===== src/rtl/core/aar_pkg.sv =====
`timescale 1ns / 1ps
// ----------------------------------------------------------------------------
// aar_pkg
// Shared widths, constants, types and the arctangent table of the
// axis-angle rotation matrix pipeline.
// ----------------------------------------------------------------------------
package aar_pkg;

  localparam int CORDIC_STEPS_DEF  = 16;
  localparam int OUT_FRAC_BITS_DEF = 14;
  localparam int ATAN_ENTRIES      = 24;

  localparam int ANG_W    = 16;
  localparam int AXIS_W   = 16;
  localparam int OUT_W    = 16;
  localparam int CW       = 34;
  localparam int SQ_W     = 31;
  localparam int N2_W     = 32;
  localparam int EXP_W    = 5;
  localparam int RAD_W    = 62;
  localparam int ROOT_W   = 31;
  localparam int SQ_REM_W = 35;
  localparam int UNIT_W   = 32;
  localparam int PROD_W   = 64;
  localparam int P_W      = 34;
  localparam int T_W      = 35;
  localparam int ENT_W    = 66;
  localparam int MAT_ENTRIES = 9;

  localparam int SQRT_STEPS = RAD_W / 2;
  localparam int DIV_STEPS  = ROOT_W;
  localparam int NORM_LAT   = 4 + SQRT_STEPS + 1 + DIV_STEPS + 1;
  localparam int MAT_LAT    = 4;

  localparam logic signed [CW-1:0] GAIN_Q30        = 34'sh26DD3B6A;
  localparam logic signed [CW-1:0] PI_Q30          = 34'sd3373259426;
  localparam logic signed [CW-1:0] HALF_PI_Q30     = 34'sd1686629713;
  localparam logic signed [CW-1:0] NEG_HALF_PI_Q30 = -34'sd1686629713;
  localparam logic signed [CW-1:0] ONE_Q30         = 34'sd1073741824;

  typedef struct packed {
    logic                 valid;
    logic signed [CW-1:0] c;
    logic signed [CW-1:0] s;
  } trig_t;

  typedef struct packed {
    logic                     valid;
    logic                     zero;
    logic signed [UNIT_W-1:0] ux;
    logic signed [UNIT_W-1:0] uy;
    logic signed [UNIT_W-1:0] uz;
  } unit_vec_t;

  typedef struct packed {
    logic                              valid;
    logic                              zero;
    logic [MAT_ENTRIES-1:0][OUT_W-1:0] ent;
  } matrix_t;

  function automatic logic signed [CW-1:0] atan_q30(input int idx);
    logic signed [CW-1:0] v;
    case (idx)
      0:  v = 34'sh3243F6A8;
      1:  v = 34'sh1DAC6705;
      2:  v = 34'sh0FADBAFC;
      3:  v = 34'sh07F56EA6;
      4:  v = 34'sh03FEAB76;
      5:  v = 34'sh01FFD55B;
      6:  v = 34'sh00FFFAAA;
      7:  v = 34'sh007FFF55;
      8:  v = 34'sh003FFFEA;
      9:  v = 34'sh001FFFFD;
      10: v = 34'sh000FFFFF;
      11: v = 34'sh0007FFFF;
      12: v = 34'sh0003FFFF;
      13: v = 34'sh0001FFFF;
      14: v = 34'sh0000FFFF;
      15: v = 34'sh00007FFF;
      16: v = 34'sh00003FFF;
      17: v = 34'sh00001FFF;
      18: v = 34'sh00000FFF;
      19: v = 34'sh000007FF;
      20: v = 34'sh000003FF;
      21: v = 34'sh000001FF;
      22: v = 34'sh000000FF;
      23: v = 34'sh0000007F;
      default: v = '0;
    endcase
    return v;
  endfunction

endpackage


===== src/rtl/core/aar_cordic.sv =====
`timescale 1ns / 1ps
// ----------------------------------------------------------------------------
// aar_cordic
// Pipelined rotation-mode cordic: angle reduction, one micro-rotation per
// stage, sign restore. Gives cosine and sine in Q4.30.
// ----------------------------------------------------------------------------
module aar_cordic #(
  parameter int CORDIC_STEPS = aar_pkg::CORDIC_STEPS_DEF
) (
  input  logic                              clk_i,
  input  logic                              rst_ni,
  input  logic                              valid_i,
  input  logic signed [aar_pkg::ANG_W-1:0]  angle_i,
  output aar_pkg::trig_t                    trig_o
);
  import aar_pkg::*;

  localparam int STEPS = (CORDIC_STEPS > ATAN_ENTRIES) ? ATAN_ENTRIES : CORDIC_STEPS;
  localparam int LAT   = STEPS + 2;

  logic signed [CW-1:0] x_q [STEPS+1];
  logic signed [CW-1:0] y_q [STEPS+1];
  logic signed [CW-1:0] z_q [STEPS+1];
  logic                 flip_q [STEPS+1];
  logic [LAT-1:0]       val_q;
  logic signed [CW-1:0] c_q;
  logic signed [CW-1:0] s_q;
  logic signed [CW-1:0] ang_ext;

  assign ang_ext = CW'(angle_i) <<< 17;

  always_ff @(posedge clk_i or negedge rst_ni) begin
    if (!rst_ni) begin
      val_q <= '0;
    end else begin
      val_q <= {val_q[LAT-2:0], valid_i};
    end
  end

  // quadrant fold
  always_ff @(posedge clk_i) begin
    x_q[0] <= GAIN_Q30;
    y_q[0] <= '0;
    if (ang_ext > HALF_PI_Q30) begin
      z_q[0]    <= ang_ext - PI_Q30;
      flip_q[0] <= 1'b1;
    end else if (ang_ext < NEG_HALF_PI_Q30) begin
      z_q[0]    <= ang_ext + PI_Q30;
      flip_q[0] <= 1'b1;
    end else begin
      z_q[0]    <= ang_ext;
      flip_q[0] <= 1'b0;
    end
  end

  for (genvar i = 0; i < STEPS; i++) begin : g_step
    always_ff @(posedge clk_i) begin
      flip_q[i+1] <= flip_q[i];
      if (!z_q[i][CW-1]) begin
        x_q[i+1] <= x_q[i] - (y_q[i] >>> i);
        y_q[i+1] <= y_q[i] + (x_q[i] >>> i);
        z_q[i+1] <= z_q[i] - atan_q30(i);
      end else begin
        x_q[i+1] <= x_q[i] + (y_q[i] >>> i);
        y_q[i+1] <= y_q[i] - (x_q[i] >>> i);
        z_q[i+1] <= z_q[i] + atan_q30(i);
      end
    end
  end

  always_ff @(posedge clk_i) begin
    c_q <= flip_q[STEPS] ? -x_q[STEPS] : x_q[STEPS];
    s_q <= flip_q[STEPS] ? -y_q[STEPS] : y_q[STEPS];
  end

  always_comb begin
    trig_o.valid = val_q[LAT-1];
    trig_o.c     = c_q;
    trig_o.s     = s_q;
  end

endmodule


===== config.mk =====
export PLATFORM = sky130hd
export DESIGN_NAME = aar_cordic
export DESIGN_NICKNAME = d
export VERILOG_FILES = /design/src/rtl/core/aar_pkg.sv /design/src/rtl/core/aar_cordic.sv
export SDC_FILE = /design/constraint.sdc
export NUM_CORES = 2
export LEC_CHECK = 0
export BUFFER_PORTS_ARGS = -buffer_cell sky130_fd_sc_hd__buf_2
export CORE_MARGIN = 1
export CORE_UTILIZATION = 55
export DETAILED_ROUTE_END_ITERATION = 7
export PLACE_DENSITY = 0.67
export SYNTH_ARGS = -nofsm -noshare
export SYNTH_HDL_FRONTEND = slang
export SYNTH_SLANG_ARGS = --single-unit

===== constraint.sdc =====
create_clock -name clk_i -period 12.2 [get_ports clk_i]
set_clock_uncertainty 0.15 [all_clocks]
set_input_delay 0 -clock clk_i [delete_from_list [all_inputs] [get_ports clk_i]]
set_output_delay 0 -clock clk_i [all_outputs]
set_load 0.05 [all_outputs]

==> metrics.md <==
| Metric | Value |
|---|---|
| Layout fillers | `between 15000 and 20000` |
| Post-synth EDFFs | `21` |
| Status | `finished clean` |
| Core ar. | `205000 sq um` |
| Final hold violations | `0` |
| Final net count | `~15000` |
| Total congestion overflow | `0` |
| Total track usage | `between 20% and 30%` |
| Clock period minus worst slack | `5.44 ns` |
| Max-cap violations | `0` |
| Routed wire per std cell | `between 15 and 20 microns` |
| Clk buf depth | `3` |
| Worst Hold Class | `input port to flop` |
| Area share of the largest cell type after synthesis | `a little over a quarter` |
| Period utilization | `44.6%` |
| Clk_lat worst skew | `0.83 ns` |
| Area Growth Syn to Fin | `9.29%` |
| Largest net degree at the start of global routing | `84` |
| Via count | `95200` |
| # clock sinks | `1578` |
| Die Area | `208000 sq um` |
| Layout cells sized above 1 | `4.44%` |
| Fin Setup TNS | `0 ns` |
| Hpwl dp | `247000 microns` |
| CTS tree | `done` |
| Antenna-violating nets left | `0` |
| Top cells by area, synth | `dfxtp_1, ha_1, xnor2_1` |
| Crit start category | `flop` |
| Clk slew on worst S/H paths | `about 0.06 ns` |
| Yosys reg bits | `1578` |
| Most frequent cell after synthesis | `dfxtp_1` |
| Max-slew violations | `0` |
| Final GP Congestion | `0.921` |
| Detailed Route WL | `305000 microns` |
| Die H | `456 microns` |
| Crit path kind | `flop to flop` |
| Post-synth ARST share | `1.14%` |
| Mean Syn Cell Area | `8.58 sq um` |
| DRC | `0` |
| YS warnings | `0` |
| Multi-input logic area | `78600 sq um` |
| Post-CTS sizing | `0` |
| Rows | `166` |
| Synth area leader | `dfxtp_1` |
| Cell count after synthesis | `approximately 13000` |
| CP Max Fanout | `6` |
| Max Clk Rate | `approximately 0.18 GHz` |
| Distinct cell type count after synthesis | `just over 100` |
| RSZ-0062 raised after global routing | `false` |
| I/O pins | `88` |
| Top FF cell, synth | `dfxtp_1` |
| Sequential Area | `31900 sq um` |
| Worst EP arrival | `6.03 ns` |
| Worst setup EP type | `flop` |
| Register area share after synthesis | `28.2%` |
| Drt first pass iters | `8` |
| Routed vias/inst | `roughly 5.9` |
| Req. time, crit path | `12.79 ns` |
| Vias in the first global route | `92000` |
| # setup viols final | `0` |
| Drt initial violations | `6132` |
| Initial core utilization | `55.4%` |
| IO buf count | `between 80 and 90` |
| Post-synth top cells | `dfxtp_1, a21oi_1, ha_1, xnor2_1, nor2_1` |
| H-tree depth | `4` |
| Post-synthesis cell area | `about 110000 sq um` |
| TritonCTS Buffers | `181` |
| CTS root buffer | `clkbuf_16` |
| Max_slew headroom | `between 10% and 20%` |
| DIE WIDTH | `456 microns` |
| First-pass GRT wire length | `484000 microns` |
| Antenna violations before repair | `6` |
| Slew @ Worst Pin | `1.19 ns` |
[per-stage QoR]
| stage | setup WS (ns) | util [%] | hold WS (ns) | std cells | area, sq um |
|---|---|---|---|---|---|
| detailed placement | 6.84 | 57.1 | -0.189 | 15900 | 117000 |
| global route | 6.28 | 60.5 | 0.0872 | 16200 | 124000 |
| floorplan | 7.47 | - | -0.446 | 13200 | 113000 |
| CTS | 6.79 | 60.5 | 0.0403 | 16200 | 124000 |
| finish | 6.76 | 60.5 | 0.107 | 16200 | 124000 |
| global placement | 6.68 | 57.1 | -0.205 | 15900 | 117000 |
[final timing paths]
path	startpoint	to	slack, ns	cells after the start
setup / recovery	x_q[3][3]	y_q[4][33]	6.76	23
max in group asynchronous	rst_ni	val_q[13]	11.19	3
setup reg to reg	x_q[3][3]	y_q[4][33]	6.76	23
min in group asynchronous	rst_ni	val_q[0]	0.20	3
hold / removal	angle_i[15]	z_q[0][32]	0.11	5
hold reg to reg	flip_q[0][3]	flip_q[0][4]	0.17	0
[repair_timing]
action	4_1_cts	5_1_grt
endpoints found under the hold margin	40	0
hold buffers	54	0
setup buffers	0	0
endpoints found under the setup margin	0	0
[critical path, stage by stage, from the launching register on]
cell	delay [ns]
dfxtp_1	0.35
inv_1	0.07
ha_1	0.16
nand2b_1	0.08
nor4_1	0.29
nor2b_1	0.29
nand2_1	0.09
nor2_1	0.20
nand2_1	0.17
or2_2	0.37
and2_1	0.18
xnor2_1	0.12
ha_1	0.36
a21o_1	0.20
a21o_1	0.17
a221oi_1	0.41
nor2_1	0.07
a2111oi_0	0.59
a21oi_1	0.18
o2111ai_1	0.27
a31oi_1	0.14
o21a_1	0.19
nor2_1	0.13
xnor2_1	0.12
[routing by layer]
layer	track usage (%)	vias to the layer above	share of wire, %
li1	-	48000	-
met1	36.1	44600	45
met2	49.1	2050	47
met3	3.13	534	4.1
met4	10.6	4	3.8
met5	0	-	0.0088
[cell families after synthesis]
logic type | after synthesis | share of synthesized area [%]
adders and majority gates | 1472 | 16.5
muxes | 126 | 1.18
AOI/OAI and AO/OA | 4013 | 22.4
other | 1 | 0.00331
buffers and inverters | 751 | 2.49
and+or+nand+nor | 3360 | 14.5
DFF | 1578 | 28.2
xor gates and xnor gates | 1908 | 14.8
[final cells by class]
type,instances,area share (%)
Clock inverter,96,1.13
Tap cell,2688,2.72
Inverter,575,1.74
Clock buffer,234,4.12
Timing Repair Buffer,173,0.982
Multi-Input combinational cell,10900,63.5
Sequential cell,1578,25.8
Antenna cell,3,0.00606
[sequential cells by signal (all words and copies together), names as in the netlist]
name,cells
x_q,484
s_q,34
y_q,511
z_q,480
flip_q,17
c_q,34
val_q,18
[layout by cell type (no fill, tap or decap), types with 202 or more instances in the layout]
cell type	n
dfxtp_1	1524
a21oi_1	1461
ha_1	1430
xnor2_1	1262
nor2_1	1097
xor2_1	645
nand2_1	602
o21ai_0	583
a21o_1	578
inv_1	571
nor3_1	339
o21a_1	266
nand2b_1	228
nor2b_1	211
nand3_1	202
Power is not shown: default switching activity piles up to over one toggle a cycle in this logic, so the estimate is an artifact.
